## src/design/tpdn_pkg.sv

```systemverilog
// shared types, constants and helper functions of the pid duplicator with null reuse
// used by every module of the block; depends on nothing
package tpdn_pkg;

    // sizes of the packet queue and of the pid map
    localparam int QUEUE_PACKETS = 64;
    localparam int MAP_ENTRIES   = 4;
    localparam int PKT_WORDS     = 47;

    // field widths
    localparam int WORD_W    = 32;
    localparam int PID_W     = 13;
    localparam int PID_LO    = 8;
    localparam int ENTRY_W   = 27;
    localparam int MAXBUF_W  = 7;
    localparam int CFG_IDX_W = 3;
    localparam int USER_W    = 3;

    // layout of one map entry
    localparam int ENT_VALID_BIT = 26;
    localparam int ENT_SRC_LO    = 13;
    localparam int ENT_SRC_HI    = 25;

    // derived widths
    localparam int SLOT_W  = (QUEUE_PACKETS > 1) ? $clog2(QUEUE_PACKETS) : 1;
    localparam int POS_W   = $clog2(PKT_WORDS);
    localparam int ADDR_W  = $clog2(QUEUE_PACKETS * PKT_WORDS);
    localparam int COUNT_W = $clog2(QUEUE_PACKETS + 1);
    localparam int RAM_DEPTH = QUEUE_PACKETS * PKT_WORDS;

    // output buffer
    localparam int FIFO_DEPTH = 3;
    localparam int FIFO_PTR_W = 2;
    localparam int FIFO_CNT_W = 2;

    localparam logic [PID_W-1:0] NULL_PID = 13'h1FFF;

    // configuration register indexes
    localparam logic [CFG_IDX_W-1:0] CFG_MAP_0   = 3'd0;
    localparam logic [CFG_IDX_W-1:0] CFG_MAX_BUF = 3'd4;
    localparam logic [CFG_IDX_W-1:0] CFG_CHECK   = 3'd5;

    localparam logic [MAXBUF_W-1:0] MAX_BUF_RESET = 7'd64;

    typedef logic [SLOT_W-1:0]  t_slot;
    typedef logic [POS_W-1:0]   t_pos;
    typedef logic [ADDR_W-1:0]  t_addr;
    typedef logic [COUNT_W-1:0] t_count;
    typedef logic [WORD_W-1:0]  t_word;
    typedef logic [PID_W-1:0]   t_pid;

    // configuration as seen by the datapath
    typedef struct packed {
        logic [MAP_ENTRIES-1:0][ENTRY_W-1:0] map;
        logic [MAXBUF_W-1:0]                 max_buf;
        logic                                check;
    } t_cfg;

    // one result item
    typedef struct packed {
        t_word word;
        logic  last;
        logic  inserted;
        logic  overflow;
        logic  conflict;
    } t_result;

    // queue memory ports
    typedef struct packed {
        logic  en;
        t_addr addr;
    } t_ram_rd;

    typedef struct packed {
        logic  en;
        t_addr addr;
        t_word data;
    } t_ram_wr;

    // control status toward the top level
    typedef struct packed {
        logic   b_valid;
        logic   halted;
        t_count count;
    } t_ctl_status;

    // next slot of the circular queue
    function automatic t_slot next_slot(t_slot s);
        return (s == t_slot'(QUEUE_PACKETS - 1)) ? '0 : t_slot'(s + 1'b1);
    endfunction

    // memory address of one word of one slot
    function automatic t_addr slot_addr(t_slot s, t_pos p);
        return t_addr'(t_addr'(s) * t_addr'(PKT_WORDS) + t_addr'(p));
    endfunction

endpackage

```

## src/design/tpdn_ctrl.sv

```systemverilog
// packet decision on word 0, queue pointers, replacement read and copy write-back
// depends on tpdn_pkg; drives tpdn_queue_ram ports
module tpdn_ctrl (
    input  logic                  i_clk,
    input  logic                  i_rst_n,
    input  tpdn_pkg::t_cfg        i_cfg,
    input  logic                  i_accept,
    input  tpdn_pkg::t_word       i_word,
    input  tpdn_pkg::t_word       i_rdata,
    output tpdn_pkg::t_ram_rd     o_rd,
    output tpdn_pkg::t_ram_wr     o_wr,
    output logic                  o_res_valid,
    output tpdn_pkg::t_result     o_res,
    output tpdn_pkg::t_ctl_status o_status
);

    // packet state
    tpdn_pkg::t_pos   r_pos;
    tpdn_pkg::t_slot  r_head;
    tpdn_pkg::t_slot  r_tail;
    tpdn_pkg::t_count r_count;
    logic             r_repl;
    logic             r_copy;
    logic             r_halted;
    tpdn_pkg::t_slot  r_rd_slot;
    tpdn_pkg::t_pid   r_dup_pid;

    // second stage, waits for the registered memory read data
    logic             r_b_valid;
    tpdn_pkg::t_word  r_b_word;
    logic             r_b_last;
    logic             r_b_repl;
    logic             r_b_ovf;
    logic             r_b_conf;
    logic             r_b_copy;
    logic             r_b_pos0;
    tpdn_pkg::t_pid   r_b_dup;
    tpdn_pkg::t_addr  r_b_waddr;

    // decision signals
    tpdn_pkg::t_pid   pid;
    logic             found;
    logic             is_target;
    tpdn_pkg::t_pid   new_pid;
    logic             conflict;
    logic             pop;
    logic             drop;
    tpdn_pkg::t_count cnt_a;
    tpdn_pkg::t_count limit;
    tpdn_pkg::t_slot  head_a;
    logic             pos0;
    logic             pos_last;
    logic             repl_eff;
    logic             copy_eff;
    tpdn_pkg::t_slot  rd_slot_eff;
    tpdn_pkg::t_pid   dup_eff;
    logic             work;
    tpdn_pkg::t_word  out_word;

    // map lookup, lowest valid matching entry wins
    always_comb begin
        pid       = i_word[tpdn_pkg::PID_LO +: tpdn_pkg::PID_W];
        found     = 1'b0;
        is_target = 1'b0;
        new_pid   = '0;
        for (int e = 0; e < tpdn_pkg::MAP_ENTRIES; e++) begin
            if (i_cfg.map[e][tpdn_pkg::ENT_VALID_BIT]) begin
                if (!found &&
                    i_cfg.map[e][tpdn_pkg::ENT_SRC_HI:tpdn_pkg::ENT_SRC_LO] == pid) begin
                    found   = 1'b1;
                    new_pid = i_cfg.map[e][tpdn_pkg::PID_W-1:0];
                end
                if (i_cfg.map[e][tpdn_pkg::PID_W-1:0] == pid) begin
                    is_target = 1'b1;
                end
            end
        end
    end

    // queue limit clamped to 1..QUEUE_PACKETS
    always_comb begin
        if (i_cfg.max_buf == '0) begin
            limit = tpdn_pkg::t_count'(1);
        end else if (32'(i_cfg.max_buf) > tpdn_pkg::QUEUE_PACKETS) begin
            limit = tpdn_pkg::t_count'(tpdn_pkg::QUEUE_PACKETS);
        end else begin
            limit = tpdn_pkg::t_count'(i_cfg.max_buf);
        end
    end

    // word 0 decisions: replacement pop first, then drop of the oldest
    assign pos0     = (r_pos == '0);
    assign pos_last = (r_pos == tpdn_pkg::t_pos'(tpdn_pkg::PKT_WORDS - 1));
    assign conflict = i_cfg.check && !found && is_target;
    assign pop      = (pid == tpdn_pkg::NULL_PID) && (r_count != '0);
    assign cnt_a    = r_count - tpdn_pkg::t_count'(pop);
    assign head_a   = pop ? tpdn_pkg::next_slot(r_head) : r_head;
    assign drop     = found && (cnt_a >= limit) && (cnt_a != '0);

    assign repl_eff    = pos0 ? pop : r_repl;
    assign copy_eff    = pos0 ? found : r_copy;
    assign rd_slot_eff = pos0 ? r_head : r_rd_slot;
    assign dup_eff     = pos0 ? new_pid : r_dup_pid;
    assign work        = i_accept && !r_halted && !(pos0 && conflict);

    // replacement read issued in the accept cycle
    assign o_rd.en   = work && repl_eff;
    assign o_rd.addr = tpdn_pkg::slot_addr(rd_slot_eff, r_pos);

    // packet state update
    always_ff @(posedge i_clk) begin
        if (!i_rst_n) begin
            r_pos     <= '0;
            r_head    <= '0;
            r_tail    <= '0;
            r_count   <= '0;
            r_repl    <= 1'b0;
            r_copy    <= 1'b0;
            r_halted  <= 1'b0;
            r_rd_slot <= '0;
            r_dup_pid <= '0;
            r_b_valid <= 1'b0;
        end else begin
            r_b_valid <= i_accept && !r_halted;
            if (i_accept && !r_halted && pos0 && conflict) begin
                r_halted <= 1'b1;
            end
            if (work) begin
                if (pos0) begin
                    r_head    <= drop ? tpdn_pkg::next_slot(head_a) : head_a;
                    r_count   <= cnt_a - tpdn_pkg::t_count'(drop) + tpdn_pkg::t_count'(found);
                    r_rd_slot <= r_head;
                    r_dup_pid <= new_pid;
                end
                if (pos_last) begin
                    r_pos  <= '0;
                    r_repl <= 1'b0;
                    r_copy <= 1'b0;
                    if (copy_eff) begin
                        r_tail <= tpdn_pkg::next_slot(r_tail);
                    end
                end else begin
                    r_pos  <= r_pos + 1'b1;
                    r_repl <= repl_eff;
                    r_copy <= copy_eff;
                end
            end
        end
    end

    // second stage payload
    always_ff @(posedge i_clk) begin
        r_b_word  <= i_word;
        r_b_last  <= pos_last;
        r_b_repl  <= repl_eff;
        r_b_ovf   <= pos0 && drop;
        r_b_conf  <= pos0 && conflict;
        r_b_copy  <= work && copy_eff;
        r_b_pos0  <= pos0;
        r_b_dup   <= dup_eff;
        r_b_waddr <= tpdn_pkg::slot_addr(r_tail, r_pos);
    end

    // output word and copy write-back with the duplicate pid on word 0
    assign out_word = r_b_repl ? i_rdata : r_b_word;

    always_comb begin
        o_wr.en   = r_b_valid && r_b_copy;
        o_wr.addr = r_b_waddr;
        o_wr.data = out_word;
        if (r_b_pos0) begin
            o_wr.data[tpdn_pkg::PID_LO +: tpdn_pkg::PID_W] = r_b_dup;
        end
    end

    // result item, the conflict item carries only its flag
    always_comb begin
        o_res_valid = r_b_valid;
        if (r_b_conf) begin
            o_res.word     = '0;
            o_res.last     = 1'b0;
            o_res.inserted = 1'b0;
            o_res.overflow = 1'b0;
            o_res.conflict = 1'b1;
        end else begin
            o_res.word     = out_word;
            o_res.last     = r_b_last;
            o_res.inserted = r_b_repl;
            o_res.overflow = r_b_ovf;
            o_res.conflict = 1'b0;
        end
    end

    assign o_status.b_valid = r_b_valid;
    assign o_status.halted  = r_halted;
    assign o_status.count   = r_count;

endmodule

```

## config.mk

```make
export PLATFORM = sky130hd
export DESIGN_NAME = tpdn_ctrl
export DESIGN_NICKNAME = d
export VERILOG_FILES = /design/src/design/tpdn_pkg.sv /design/src/design/tpdn_ctrl.sv
export SDC_FILE = /design/constraint.sdc
export NUM_CORES = 1
export LEC_CHECK = 0
export BUFFER_PORTS_ARGS = -buffer_cell sky130_fd_sc_hd__buf_2
export CORE_UTILIZATION = 35
export CTS_CLUSTER_SIZE = 24
export DETAILED_ROUTE_END_ITERATION = 7
export PLACE_DENSITY = 0.58
export SYNTH_ARGS = -nofsm -noshare
export SYNTH_HDL_FRONTEND = slang
export SYNTH_SLANG_ARGS = --single-unit
export TNS_END_PERCENT = 50
```

## constraint.sdc

```tcl
create_clock -name i_clk -period 11.9 [get_ports i_clk]
set_input_delay 2.38 -clock i_clk [delete_from_list [all_inputs] [get_ports i_clk]]
set_output_delay 2.38 -clock i_clk [all_outputs]
set_load 0.005 [all_outputs]
```

## Word-level counts from Yosys, hierarchy flattened

Cells that the tools add are included.

| operators by class | value |
|---|---|
| reductions and logical operators | 29 |
| magnitude comparators | 2 |
| eq/ne operators | 13 |
| $mul | 2 |
| add/subtract/negate cells | 9 |
| mux-type cells | 41 |

Operators with widths:

| kind | number |
|---|---|
| 13-bit 2-to-1 mux | 10 |
| 13-bit equality test | 8 |
| 6-bit 2-to-1 mux | 7 |
| 36-bit 2-to-1 mux | 1 |
| 32-bit 2-to-1 mux | 1 |
| 12-bit by 6-bit adder with 12-bit output | 2 |
| 6-bit by 1-bit adder with 6-bit output (second input constant) | 4 |
| 6-bit equality test (second input constant) | 4 |
| 6-bit by 6-bit multiplier with 12-bit output (second input constant) | 2 |
| 1-bit 2-to-1 mux | 20 |
| 1-bit logical AND | 17 |
| 7-bit 2-to-1 mux | 2 |
| 7-bit nonzero test | 2 |
| 7-bit by 1-bit subtractor with 7-bit output | 2 |
| 13-bit equality test (second input constant) | 1 |
| 7-bit by 1-bit adder with 7-bit output | 1 |
| 7-bit >= comparator | 1 |
| 7-bit greater-than comparator (second input constant) | 1 |
| 7-bit zero test | 1 |
| 1-bit zero test | 6 |
| 6-bit zero test | 1 |
| 3-bit AND reduction | 1 |
| 2-bit AND reduction | 1 |

| word-level totals | value |
|---|---|
| input bits | 183 |
| word-level logic and storage cells | 115 |
| register bits after elaboration | 111 |
| output and inout port bits | 104 |

## Depth between registers and ports, before layout

Gate-level depths: netlist (run 1).

| logic depth | value |
|---|---|
| depth in word-level cells | 22 |
| gate-level depth with buffers | 25 |
| mapped depth without buffers | 24 |

## Least setup slack after synthesis (run 1)

No wires, ideal clock.

| timing | value |
|---|---|
| kind | register -> output |
| start point | register r_pos[0] |
| end point | output port o_rd[11] (netlist bit) |
| data arrival time | 4.712 ns |
| data required time | 9.520 ns |
| buffers on the path | 1 |
| cell stages (with the launch flop) | 23 |
| setup slack | 4.808 ns |
| path through | dfxtp_1 inv_1 ha_1 and3_1 clkbuf_1 mux2_2 inv_1 fa_1 inv_1 ha_1 ha_1 inv_1 fa_1 inv_1 ha_1 a21o_1 a21oi_1 o21bai_1 a21oi_1 o21ai_0 a21o_1 a21oi_1 xnor2_1 |

RTL lines:

| item | line | text |
|---|---|---|
| start: declaration | tpdn_ctrl.sv:18 | `tpdn_pkg::t_pos r_pos;` |
| start signal: assignment | tpdn_ctrl.sv:143 | `r_pos <= r_pos + 1'b1;` |
| end: declaration | tpdn_ctrl.sv:10 | `output tpdn_pkg::t_ram_rd o_rd,` |

==> summary.txt, run 1 <==
Status
  – Result of the run: complete, no violations

Setup path
  – Maximum fanout along the worst path: 40
  – Critical Path Sink Type: output pin
  – Worst Path Arrival: 5.54 ns
  – Worst EP required: approximately 9.5 ns
  – CP max-delay cell: sky130_fd_sc_hd__fa_1
  – Critical path buffer and inverter count: 7
  – Most frequent CP cell: sky130_fd_sc_hd__inv_1
  – Family of cells with the greatest summed delay on the critical path: adder cells
  – Crit-path max cell delay: around 0.55 ns
  – Kind of start point of the critical path: flop
  – Startpoint-to-endpoint class of the critical path: flop to output pin
  – Critical Path, Cell by Cell: inv_1 > ha_1 > and3_1 > buf_4 > mux2_2 > inv_1 > fa_1 > inv_1 > ha_1 > ha_1 > inv_1 > fa_1 > inv_1 > ha_1 > a21o_1 > a21oi_1 > o21bai_1 > a21oi_1 > o21ai_0 > a21o_1 > a21oi_1 > xnor2_1 > buf_2

Global route
  – Overall routing resource usage: 20.4%
  – Global-route wire length before repair: just over 40 mm
  – Aggregate global routing overflow: 0
  – Number of global-route vias before repair: 7629
  – Maximum number of pins on one net before global-route repair: 41
  – Number of antenna violations at the first check in global routing: 3

Cells and area
  – Growth of design area from synthesis to finish: 21.6%
  – Combined area of the multi-input logic cells: about 6000 um^2
  – Reg area: between 2000 and 2500 um^2
  – Number of nets at the end of the flow: 1562
  – Fraction of final layout cells with drive strength greater than 1: roughly 28%
  – Number of fill cells: 2481
  – Post-route design area: approximately 11000 um^2

Clocking
  – Worst-case clock buffer depth: 2
  – Clock-pin transition on the worst setup and hold timing paths: approximately 0.090 ns
  – Clock latency at the later pin of the worst-skew pair: 0.36 ns
  – TritonCTS sink count: 111
  – Clock tree root driver cell: sky130_fd_sc_hd__clkbuf_16
  – Number of clock buffers inserted by TritonCTS: 9
  – CTS HTree Levels: 3
  – Post-CTS setup-driven buffer insertion count: 0
  – Cells resized by post-CTS repair: 0
  – Hold buffers post-CTS: 0
  – CTS tree: done

Synthesis
  – Area share of the largest cell type after synthesis: about 25%
  – Leading cell types by total area after synthesis: sky130_fd_sc_hd__dfxtp_1 (25%), sky130_fd_sc_hd__xnor2_1 (13%), sky130_fd_sc_hd__ha_1 (12%), sky130_fd_sc_hd__fa_1 (7.0%), sky130_fd_sc_hd__a21oi_1 (4.4%)
  – Netlist area before placement: 8870 um^2
  – Number of synthesized flops with an enable pin: 0
  – Cell count after synthesis: roughly 1000
  – Post-synthesis average cell area: 8.82 um^2
  – Dominant register cell in the synthesized netlist: sky130_fd_sc_hd__dfxtp_1
  – Warning count from the yosys run: 0
  – Sequential share of the synthesized area: 25.1%
  – Count of cell types in the netlist: 49
  – Yosys top cell by area: sky130_fd_sc_hd__dfxtp_1
  – Share of flip-flops with an asynchronous set or reset: 0%
  – Syn nets: 1307
  – Synth Register Bits: roughly 110

Floorplanning
  – Std-Cell Core Area: around 25000 um^2
  – Area enclosed by the die boundary: 26000 um^2
  – Site Rows: 57
  – Starting utilization of the core area: 36.0%
  – Width of the chip: 161 um
  – I/O pin count: approximately 290
  – Die outline height: around 160 um

Timing
  – Final number of setup-violating endpoints: 0
  – Final critical path time including I/O delays and setup: between 7 and 8 ns
  – Final-layout setup total negative slack: 0 ns
  – Pins Over Slew Limit: 0
  – Worst Max-Slew Pin Slew: ~1.2 ns
  – Worst-case clock skew: approximately 0.0090 ns
  – Worst setup margin: 3.98 ns
  – Fmax: roughly 130 MHz
  – Worst hold slack: a little under 0.5 ns
  – Setup repair after global routing missed its margin: false
  – Crit share post-route: between 60% and 70%
  – Worst rel slew slack: between 20% and 30%
  – Hold violation count in the final report: 0

Routing
  – Count of antenna-violating nets left after detailed routing: 0
  – Drt pass-1 iters: 5
  – Drt total wl: about 26 mm
  – Routed wirelength normalized by instance count: roughly 17 um
  – Number of DRC markers in iteration 0: around 460
  – DRC violation count after routing: 0
  – Routed vias: around 7700
  – Via density per instance: roughly 4.8

Power and ir drop
  – Worst IR Drop VDD: between 0.07 and 0.08 mV
  – Static power due to leakage: ~5.2 nW
  – Power per Cell Area: a little over 90 nW/um^2
  – Overall power after layout: 977 uW

Flow run
  – Max-capacitance violation count: 0

Placed design
  – Number of port buffers: 286
  – Setup slack at placement: 4.18 ns
  – Hpwl dp: ~21 mm
  – Instance area after placement: 10500 um^2
  – Last weighted congestion value of the routability-driven placer: about 0.91

Worst hold path
  – Worst min-delay path category: flop to flop
placed cells by master, fill, tap and decap left out, types with 4 or more instances in the layout:
master	Yosys	final
sky130_fd_sc_hd__buf_4	11	6
sky130_fd_sc_hd__o21ai_1	4	4
sky130_fd_sc_hd__o21ai_0	14	14
sky130_fd_sc_hd__and3_1	5	5
sky130_fd_sc_hd__clkbuf_16	0	9
sky130_fd_sc_hd__nand4_1	33	33
sky130_fd_sc_hd__nor2b_1	40	40
sky130_fd_sc_hd__buf_2	3	286
sky130_fd_sc_hd__xor2_1	10	10
sky130_fd_sc_hd__o21bai_1	5	5
sky130_fd_sc_hd__nor4_4	3	4
sky130_fd_sc_hd__mux2i_1	32	32
sky130_fd_sc_hd__inv_1	103	103
sky130_fd_sc_hd__fa_1	31	31
sky130_fd_sc_hd__a211oi_1	27	27
sky130_fd_sc_hd__nand2_1	56	56
sky130_fd_sc_hd__a211oi_2	8	8
sky130_fd_sc_hd__mux2_2	26	26
sky130_fd_sc_hd__a21o_1	12	12
sky130_fd_sc_hd__nor3_1	14	14
sky130_fd_sc_hd__and2_1	4	4
sky130_fd_sc_hd__nor4_1	10	10
sky130_fd_sc_hd__dfxtp_1	111	110
sky130_fd_sc_hd__a21oi_1	78	78
sky130_fd_sc_hd__nor2_1	76	76
sky130_fd_sc_hd__xnor2_1	135	135
sky130_fd_sc_hd__nand3_1	10	10
sky130_fd_sc_hd__ha_1	87	87
cell usage after synthesis (5+ instances only):
| cell | count |
|---|---|
| sky130_fd_sc_hd__o21bai_1 | 5 |
| sky130_fd_sc_hd__and3_1 | 5 |
| sky130_fd_sc_hd__o21ai_0 | 14 |
| sky130_fd_sc_hd__nand2_1 | 56 |
| sky130_fd_sc_hd__fa_1 | 31 |
| sky130_fd_sc_hd__nand3_1 | 10 |
| sky130_fd_sc_hd__ha_1 | 87 |
| sky130_fd_sc_hd__buf_4 | 11 |
| sky130_fd_sc_hd__dfxtp_1 | 111 |
| sky130_fd_sc_hd__nor2b_1 | 40 |
| sky130_fd_sc_hd__xnor2_1 | 135 |
| sky130_fd_sc_hd__a211oi_2 | 8 |
| sky130_fd_sc_hd__nor4_1 | 10 |
| sky130_fd_sc_hd__a21o_1 | 12 |
| sky130_fd_sc_hd__nor3_1 | 14 |
| sky130_fd_sc_hd__mux2_2 | 26 |
| sky130_fd_sc_hd__buf_6 | 9 |
| sky130_fd_sc_hd__inv_1 | 103 |
| sky130_fd_sc_hd__nor2_1 | 76 |
| sky130_fd_sc_hd__mux2i_1 | 32 |
| sky130_fd_sc_hd__nand4_1 | 33 |
| sky130_fd_sc_hd__xor2_1 | 10 |
| sky130_fd_sc_hd__a21oi_1 | 78 |
| sky130_fd_sc_hd__a211oi_1 | 27 |
| sky130_fd_sc_hd__clkbuf_1 | 23 |
layer usage:
| metal | track usage [%] | part of all wire (%) | vias to the layer above |
|---|---|---|---|
| met5 | 0 | 0 | - |
| met4 | 6.65 | 2.4 | 0 |
| met3 | 3.93 | 6.1 | 34 |
| met2 | 35.4 | 49 | 261 |
| met1 | 25.2 | 43 | 3490 |
| li1 | - | - | 3891 |
kinds of logic after synthesis:
| logic type | after synthesis | share of synthesized area [%] |
|---|---|---|
| flops | 111 | 25.1 |
| compound gates | 158 | 11.3 |
| fa+ha+maj | 118 | 19.3 |
| buf+inv | 153 | 7.75 |
| xor+xnor | 145 | 14.3 |
| simple gates | 263 | 15.4 |
| mux | 58 | 6.91 |
where the power goes:
part / switching (mW) / internal (mW) / total, mW / leakage (nW)
registers: 0.0144 / 0.393 / 0.407 / 0.916
logic: 0.139 / 0.119 / 0.258 / 4.16
clock network: 0.160 / 0.151 / 0.312 / 0.152
total: 0.313 / 0.664 / 0.977 / 5.22
metrics by stage:
step | std cells | util [%]
after floorplan | 1006 | -
after global placement | 1574 | 42.5
after detailed placement | 1574 | 42.5
after CTS | 1590 | 43.8
after global routing | 1592 | 43.8
final | 1592 | 43.8
state kept, by name (all words and copies together) (netlist names), 6 cells and up:
| signal | cells |
|---|---|
| r_b_word | 32 |
| r_b_dup | 13 |
| r_dup_pid | 13 |
| r_b_waddr | 12 |
| r_count | 7 |
| r_head | 6 |
| r_pos | 6 |
| r_rd_slot | 6 |
| r_tail | 6 |
worst register-to-register path, stage by stage, from the launching register on:
cell,delay (ns)
sky130_fd_sc_hd__dfxtp_1,0.39
sky130_fd_sc_hd__nor4_1,0.41
sky130_fd_sc_hd__nand2_1,0.19
sky130_fd_sc_hd__nand2_1,0.17
sky130_fd_sc_hd__inv_1,0.10
sky130_fd_sc_hd__ha_1,0.22
sky130_fd_sc_hd__nor3b_1,0.15
sky130_fd_sc_hd__xnor2_1,0.33
sky130_fd_sc_hd__inv_1,0.11
sky130_fd_sc_hd__ha_1,0.20
sky130_fd_sc_hd__a211oi_1,0.19
sky130_fd_sc_hd__o21ai_0,0.11
sky130_fd_sc_hd__o32ai_1,0.32
sky130_fd_sc_hd__nor3_4,0.13
sky130_fd_sc_hd__ha_1,0.31
sky130_fd_sc_hd__inv_1,0.04
sky130_fd_sc_hd__ha_1,0.23
sky130_fd_sc_hd__fa_1,0.46
sky130_fd_sc_hd__a21o_1,0.18
sky130_fd_sc_hd__a21oi_1,0.22
sky130_fd_sc_hd__o21bai_1,0.10
sky130_fd_sc_hd__a21oi_1,0.17
sky130_fd_sc_hd__xnor2_1,0.13
sky130_fd_sc_hd__nand2_1,0.06
sky130_fd_sc_hd__a21oi_1,0.14
area by class of cell:
| class | count | share of cell area [%] |
|---|---|---|
| diodes | 2 | 0.0464 |
| clock buffers | 9 | 2.09 |
| clock inverters | 7 | 0.824 |
| inverters | 105 | 3.65 |
| multi-input cells | 742 | 55.3 |
| flip-flops and latches | 111 | 20.6 |
| well taps | 324 | 3.76 |
| repair buffers | 292 | 13.7 |
worst paths after layout:
kind                  from           to  slack (ns)  cells after the start
max               r_pos[0]     o_rd[11]        3.98                     23
min          r_dup_pid[10]  r_b_dup[10]        0.48                      2
max reg2reg     r_count[2]   r_count[6]        6.75                     24
min reg2reg  r_dup_pid[10]  r_b_dup[10]        0.48                      2
Note: power is estimated with default switching activity, not from simulation.
==> inputs of run 2 (changes only) <==
Clock period 11.9 ns to 7.7 ns, I/O delays scaled along.
==> summary.txt, run 2 (synthesis results as in run 1) <==
Clocking
  – Hold buffers post-CTS: 0
  – Clock tree root driver cell: sky130_fd_sc_hd__clkbuf_16
  – CTS HTree Levels: 3
  – Post-CTS setup-driven buffer insertion count: 0
  – Cells resized by post-CTS repair: 0
  – TritonCTS sink count: between 100 and 150
  – Number of clock buffers inserted by TritonCTS: 9
  – Clock-pin transition on the worst setup and hold timing paths: 0.09 ns
  – Worst-case clock buffer depth: 2
  – Clock latency at the later pin of the worst-skew pair: 0.36 ns
  – CTS tree: done

Power and ir drop
  – Static power due to leakage: between 5 and 6 nW
  – Seq pwr share: between 40% and 50%
  – Power per Cell Area: between 100 and 150 nW/um^2
  – Switching Share: about a third
  – Worst IR Drop VDD: 0.105 mV
  – Gate power share: a little over a quarter
  – Internal Dissipation: 1.03 mW
  – Switching power: 492 uW
  – Clock network fraction of design power: around 33%

Timing
  – Worst-case clock skew: about 0.010 ns
  – Final number of setup-violating endpoints: 0
  – Worst hold slack: approximately 0.49 ns
  – Worst Max-Slew Pin Slew: roughly 1.1 ns
  – Hold violation count in the final report: 0
  – Setup repair after global routing missed its margin: false
  – Fmax: 142 MHz
  – Final-layout setup total negative slack: 0 ns
  – Pins Over Slew Limit: 0
  – Final critical path time including I/O delays and setup: 7.04 ns
  – Crit share post-route: between 90 and 100%
  – Worst rel slew slack: about a quarter

Global route
  – Global-route wire length before repair: roughly 40 mm
  – Number of antenna violations at the first check in global routing: 4
  – Number of global-route vias before repair: around 7700
  – Aggregate global routing overflow: 0
  – Overall routing resource usage: 20.1%
  – Maximum number of pins on one net before global-route repair: 39

Placed design
  – Hpwl dp: 21.2 mm
  – Number of port buffers: 286
  – Last weighted congestion value of the routability-driven placer: 0.905

Setup path
  – Maximum fanout along the worst path: 12
  – Critical path launch point: r_pos[0]
  – Kind of start point of the critical path: flop
  – Startpoint-to-endpoint class of the critical path: flop to output pin
  – Number of cells on the worst reg-to-reg path: 24
  – Crit Reg-Reg Startpoint: r_count[2]
  – Worst EP required: approximately 6 ns
  – Register-to-register setup slack: about 2.5 ns
  – End point of the critical path: o_rd[11]
  – Worst reg2reg path endpoint: r_count[6]
  – Critical Path Sink Type: output pin
  – Worst Path Arrival: approximately 5.5 ns

Flow run
  – Max-capacitance violation count: 0

Floorplanning
  – Width of the chip: between 150 and 200 um
  – Die outline height: roughly 160 um
  – Site Rows: 57
  – Area enclosed by the die boundary: 26000 um^2
  – I/O pin count: 287
  – Starting utilization of the core area: between 30% and 40%
  – Std-Cell Core Area: approximately 25000 um^2

Routing
  – Drt pass-1 iters: 4
  – Drt total wl: about 26 mm
  – DRC violation count after routing: 0
  – Routed wirelength normalized by instance count: around 16 um
  – Via density per instance: just under 5
  – Number of DRC markers in iteration 0: about 380
  – Count of antenna-violating nets left after detailed routing: 0
  – Routed vias: about 7800

Cells and area
  – Registers with the most flip-flops: r_b_word: 32 flops, r_b_dup: 13 flops, r_dup_pid: 13 flops
  – Fraction of final layout cells with drive strength greater than 1: 27.9%
  – Largest reg by FF count: r_b_word
  – Most common library cell in the layout ignoring fill and taps: sky130_fd_sc_hd__buf_2
  – Number of nets at the end of the flow: 1563
  – Growth of design area from synthesis to finish: 21.8%
  – Most frequent cells in the layout: sky130_fd_sc_hd__buf_2 (286), sky130_fd_sc_hd__xnor2_1 (135), sky130_fd_sc_hd__dfxtp_1 (110)
  – Flip-flop count of the largest register, all copies and words added: 32

Worst hold path
  – Worst min-delay path category: flop to flop

Status
  – Result of the run: complete, no violations
==> run 2: cell types whose count changed in the layout (fill, tap and decap cells not counted), sizes merged <==
cell / delta
buf: +1
clkinv: -2
diode: +2
inv: +2
==> run 2: area by class of cell <==
cell class | instances | area [um^2]
fillers | 2509 | 13800
multi-input cells | 742 | 5970
flip-flops and latches | 111 | 2220
repair buffers | 293 | 1480
well taps | 324 | 405
inverters | 105 | 394
clock buffers | 9 | 225
clock inverters | 7 | 93.8
diodes | 4 | 10.0
==> run 2: layer usage <==
layer  routed length (um)  global-route usage (%)  vias to the layer above
li1                     -                       -                     3896
met1                11100                    23.8                     3596
met2                13000                    36.1                      242
met3                 1430                    4.01                       30
met4                  663                    6.86                        0
met5                    0                       0                        -
==> run 2: power by group through the flow <==
stage / Combinational, mW / Sequential (mW) / Clock [mW]
3_5_place_dp: 0.399 / 0.642 / 0
3_3_place_gp: 0.397 / 0.642 / 0
2_1_floorplan: 0.257 / 0.633 / 0
4_1_cts: 0.403 / 0.629 / 0.515
5_1_grt: 0.440 / 0.634 / 0.537
6_report: 0.399 / 0.629 / 0.495
==> run 2: worst max-delay path: stages, from the launching register on <==
cell	delay [ns]
sky130_fd_sc_hd__dfxtp_1	0.37
sky130_fd_sc_hd__inv_1	0.12
sky130_fd_sc_hd__ha_1	0.14
sky130_fd_sc_hd__and3_1	0.46
sky130_fd_sc_hd__mux2_2	0.45
sky130_fd_sc_hd__inv_1	0.14
sky130_fd_sc_hd__fa_1	0.43
sky130_fd_sc_hd__inv_1	0.07
sky130_fd_sc_hd__ha_1	0.22
sky130_fd_sc_hd__ha_1	0.27
sky130_fd_sc_hd__inv_1	0.05
sky130_fd_sc_hd__fa_1	0.50
sky130_fd_sc_hd__inv_1	0.05
sky130_fd_sc_hd__ha_1	0.33
sky130_fd_sc_hd__a21o_1	0.18
sky130_fd_sc_hd__a21oi_1	0.23
sky130_fd_sc_hd__o21bai_1	0.09
sky130_fd_sc_hd__a21oi_1	0.22
sky130_fd_sc_hd__o21ai_0	0.18
sky130_fd_sc_hd__a21o_1	0.21
sky130_fd_sc_hd__a21oi_1	0.18
sky130_fd_sc_hd__xnor2_1	0.13
sky130_fd_sc_hd__buf_2	0.13
==> run 2: worst min-delay path by stage <==
stage                       startpoint          to  slack (ns)  cells past startpoint
after CTS                 r_dup_pid[2]  r_b_dup[2]        0.49                      2
after detailed placement  r_dup_pid[8]  r_b_dup[8]        0.48                      2
final                     r_dup_pid[2]  r_b_dup[2]        0.49                      2
after global placement          r_copy      r_copy        0.46                      2
after floorplan                 r_copy      r_copy        0.45                      2
after global routing      r_dup_pid[2]  r_b_dup[2]        0.51                      2
==> run 2: through the flow <==
stage	setup WS [ns]	utilization, %	instances	power [mW]	cell area, um^2
global placement	0.957	42.6	1575	1.04	10500
finish	0.661	43.9	1595	1.52	10800
floorplan	1.45	-	1006	0.890	8870
detailed placement	0.891	42.6	1575	1.04	10500
CTS	0.585	43.9	1591	1.55	10800
global route	0.194	43.9	1594	1.61	10800
==> inputs of run 3 (changes only) <==
Settings changed: CORE_UTILIZATION 35 to 36, PLACE_DENSITY 0.58 to 0.59, RECOVER_POWER set to 100.
==> summary.txt, run 3 (synthesis results as in run 1) <==
Status
  – Result of the run: finished with violations
  – Violated checks: capacitance limit, slew limit

Setup path
  – Critical path launch point: i_word[14]
  – Maximum fanout along the worst path: 15
  – Kind of start point of the critical path: primary input
  – Worst Path Arrival: between 5 and 6 ns
  – Crit Reg-Reg Startpoint: r_count[2]
  – Startpoint-to-endpoint class of the critical path: primary input to output pin
  – Critical Path Sink Type: output pin
  – Worst EP required: roughly 6.2 ns

Floorplanning
  – Starting utilization of the core area: between 30% and 40%
  – Die outline height: ~160 um
  – Area enclosed by the die boundary: ~25000 um^2
  – I/O pin count: approximately 290
  – Width of the chip: ~160 um
  – Std-Cell Core Area: 24200 um^2
  – Site Rows: 57

Timing
  – Worst rel slew slack: -67.3%
  – Worst-case clock skew: roughly 0.013 ns
  – Pins Over Slew Limit: 104
  – Worst Max-Slew Pin Slew: roughly 2.5 ns
  – Fmax: around 140 MHz
  – Final critical path time including I/O delays and setup: between 7 and 8 ns
  – Crit share post-route: ~90%
  – Hold violation count in the final report: 0
  – Final number of setup-violating endpoints: 0
  – Worst hold slack: 0.487 ns
  – Final-layout setup total negative slack: 0 ns
  – Setup repair after global routing missed its margin: false

Placed design
  – Number of port buffers: ~290
  – Instance area after placement: 10500 um^2
  – Hpwl dp: 21.2 mm
  – Placed insts: between 1500 and 2000
  – Last weighted congestion value of the routability-driven placer: about 0.95

Cells and area
  – Most frequent cells in the layout: sky130_fd_sc_hd__buf_2 (196), sky130_fd_sc_hd__xnor2_1 (135), sky130_fd_sc_hd__dfxtp_1 (110)
  – Fraction of final layout cells with drive strength greater than 1: 21.0%
  – Post-layout instance count excluding filler cells: approximately 1600
  – Post-route design area: ~11000 um^2
  – Final core occ: around 44%
  – Growth of design area from synthesis to finish: 20.2%
  – Number of nets at the end of the flow: roughly 1600
  – Largest reg by FF count: r_b_word
  – Reg area: ~2200 um^2
  – Combined area of the multi-input logic cells: 5930 um^2
  – Most common library cell in the layout ignoring fill and taps: sky130_fd_sc_hd__buf_2
  – Number of fill cells: about 2500
  – Registers with the most flip-flops: r_b_word: 32 flops, r_b_dup: 13 flops, r_dup_pid: 13 flops
  – Flip-flop count of the largest register, all copies and words added: 32

Global route
  – Maximum number of pins on one net before global-route repair: 37
  – Number of global-route vias before repair: around 7700
  – Overall routing resource usage: 21.0%
  – Global-route wire length before repair: 41.8 mm
  – Aggregate global routing overflow: 0
  – Number of antenna violations at the first check in global routing: 2

Routing
  – Count of antenna-violating nets left after detailed routing: 0
  – Routed wirelength normalized by instance count: roughly 16 um
  – Number of DRC markers in iteration 0: approximately 390
  – Routed vias: ~7700
  – DRC violation count after routing: 0
  – Drt pass-1 iters: 5
  – Drt total wl: roughly 26 mm
  – Via density per instance: a little under 5

Clocking
  – TritonCTS sink count: between 100 and 150
  – Clock tree root driver cell: sky130_fd_sc_hd__clkbuf_16
  – CTS tree: done
  – Number of clock buffers inserted by TritonCTS: 9
  – Clock-pin transition on the worst setup and hold timing paths: 0.07 ns
  – Clock latency at the later pin of the worst-skew pair: 0.36 ns
  – CTS HTree Levels: 3
  – Cells resized by post-CTS repair: 0
  – Post-CTS setup-driven buffer insertion count: 0
  – Worst-case clock buffer depth: 2
  – Hold buffers post-CTS: 0

Power and ir drop
  – Static power due to leakage: around 5.0 nW
  – Switching Share: between 30% and 40%
  – Power per Cell Area: about 140 nW/um^2
  – Internal Dissipation: 1.02 mW
  – Seq pwr share: between 40% and 50%
  – Clock network fraction of design power: about a third
  – Gate power share: between 20% and 30%
  – Worst IR Drop VDD: 0.0940 mV
  – Switching power: between 400 and 500 uW

Flow run
  – Max-capacitance violation count: 4

Worst hold path
  – Worst min-delay path category: flop to flop
  – Worst Hold Launch: r_copy
-- run 3: cell count changes in the layout (fill, tap and decap cells not counted), sizes merged --
cell,previous run,this run
buf,293,200
clkbuf,9,102
clkinv,4,6
diode,4,2
inv,108,106
-- run 3: final timing paths --
| path | end | cells past startpoint | slack, ns |
|---|---|---|---|
| setup / recovery | o_rd[12] | 9 | 0.58 |
| hold / removal | r_copy | 2 | 0.49 |
| setup reg to reg | r_count[6] | 24 | 2.26 |
| hold reg to reg | r_copy | 2 | 0.49 |
-- run 3: final cells by class --
type	instances	share of cell area, %
Multi-Input combinational cell	742	55.7
Sequential cell	111	20.9
Inverter	105	3.70
Antenna cell	2	0.0470
Tap cell	324	3.80
Clock inverter	7	0.857
Clock buffer	9	2.11
Timing Repair Buffer	293	13.0
-- run 3: worst max-delay path: stages --
cell and delay, ns:
sky130_fd_sc_hd__clkbuf_1 0.69, sky130_fd_sc_hd__xnor2_1 0.21, sky130_fd_sc_hd__nand4_1 0.12, sky130_fd_sc_hd__nor4_1 1.98, sky130_fd_sc_hd__nor4_4 0.18, sky130_fd_sc_hd__inv_1 0.24, sky130_fd_sc_hd__nor2_1 0.15, sky130_fd_sc_hd__nor3_1 0.32
sky130_fd_sc_hd__clkbuf_1 0.14
-- run 3: through the flow --
stage,power [mW],setup WS (ns)
after floorplan,0.890,1.45
after global placement,1.05,0.954
after detailed placement,1.05,0.804
after CTS,1.54,0.638
after global routing,1.60,0.175
final,1.51,0.583
-- run 3: per-layer routing --
| metal | global-route usage (%) | share of wire [%] | wire [um] |
|---|---|---|---|
| met5 | 0 | 0 | 0 |
| met4 | 8.04 | 3.0 | 792 |
| met3 | 3.93 | 5.1 | 1330 |
| met2 | 36.0 | 48 | 12700 |
| met1 | 26.2 | 44 | 11400 |
-- run 3: power groups by stage --
stage | Combinational [mW] | Clock, mW | Sequential, mW
3_3_place_gp | 0.405 | 0 | 0.642
6_report | 0.395 | 0.481 | 0.629
5_1_grt | 0.438 | 0.527 | 0.634
3_5_place_dp | 0.404 | 0 | 0.643
2_1_floorplan | 0.257 | 0 | 0.633
4_1_cts | 0.407 | 0.499 | 0.629
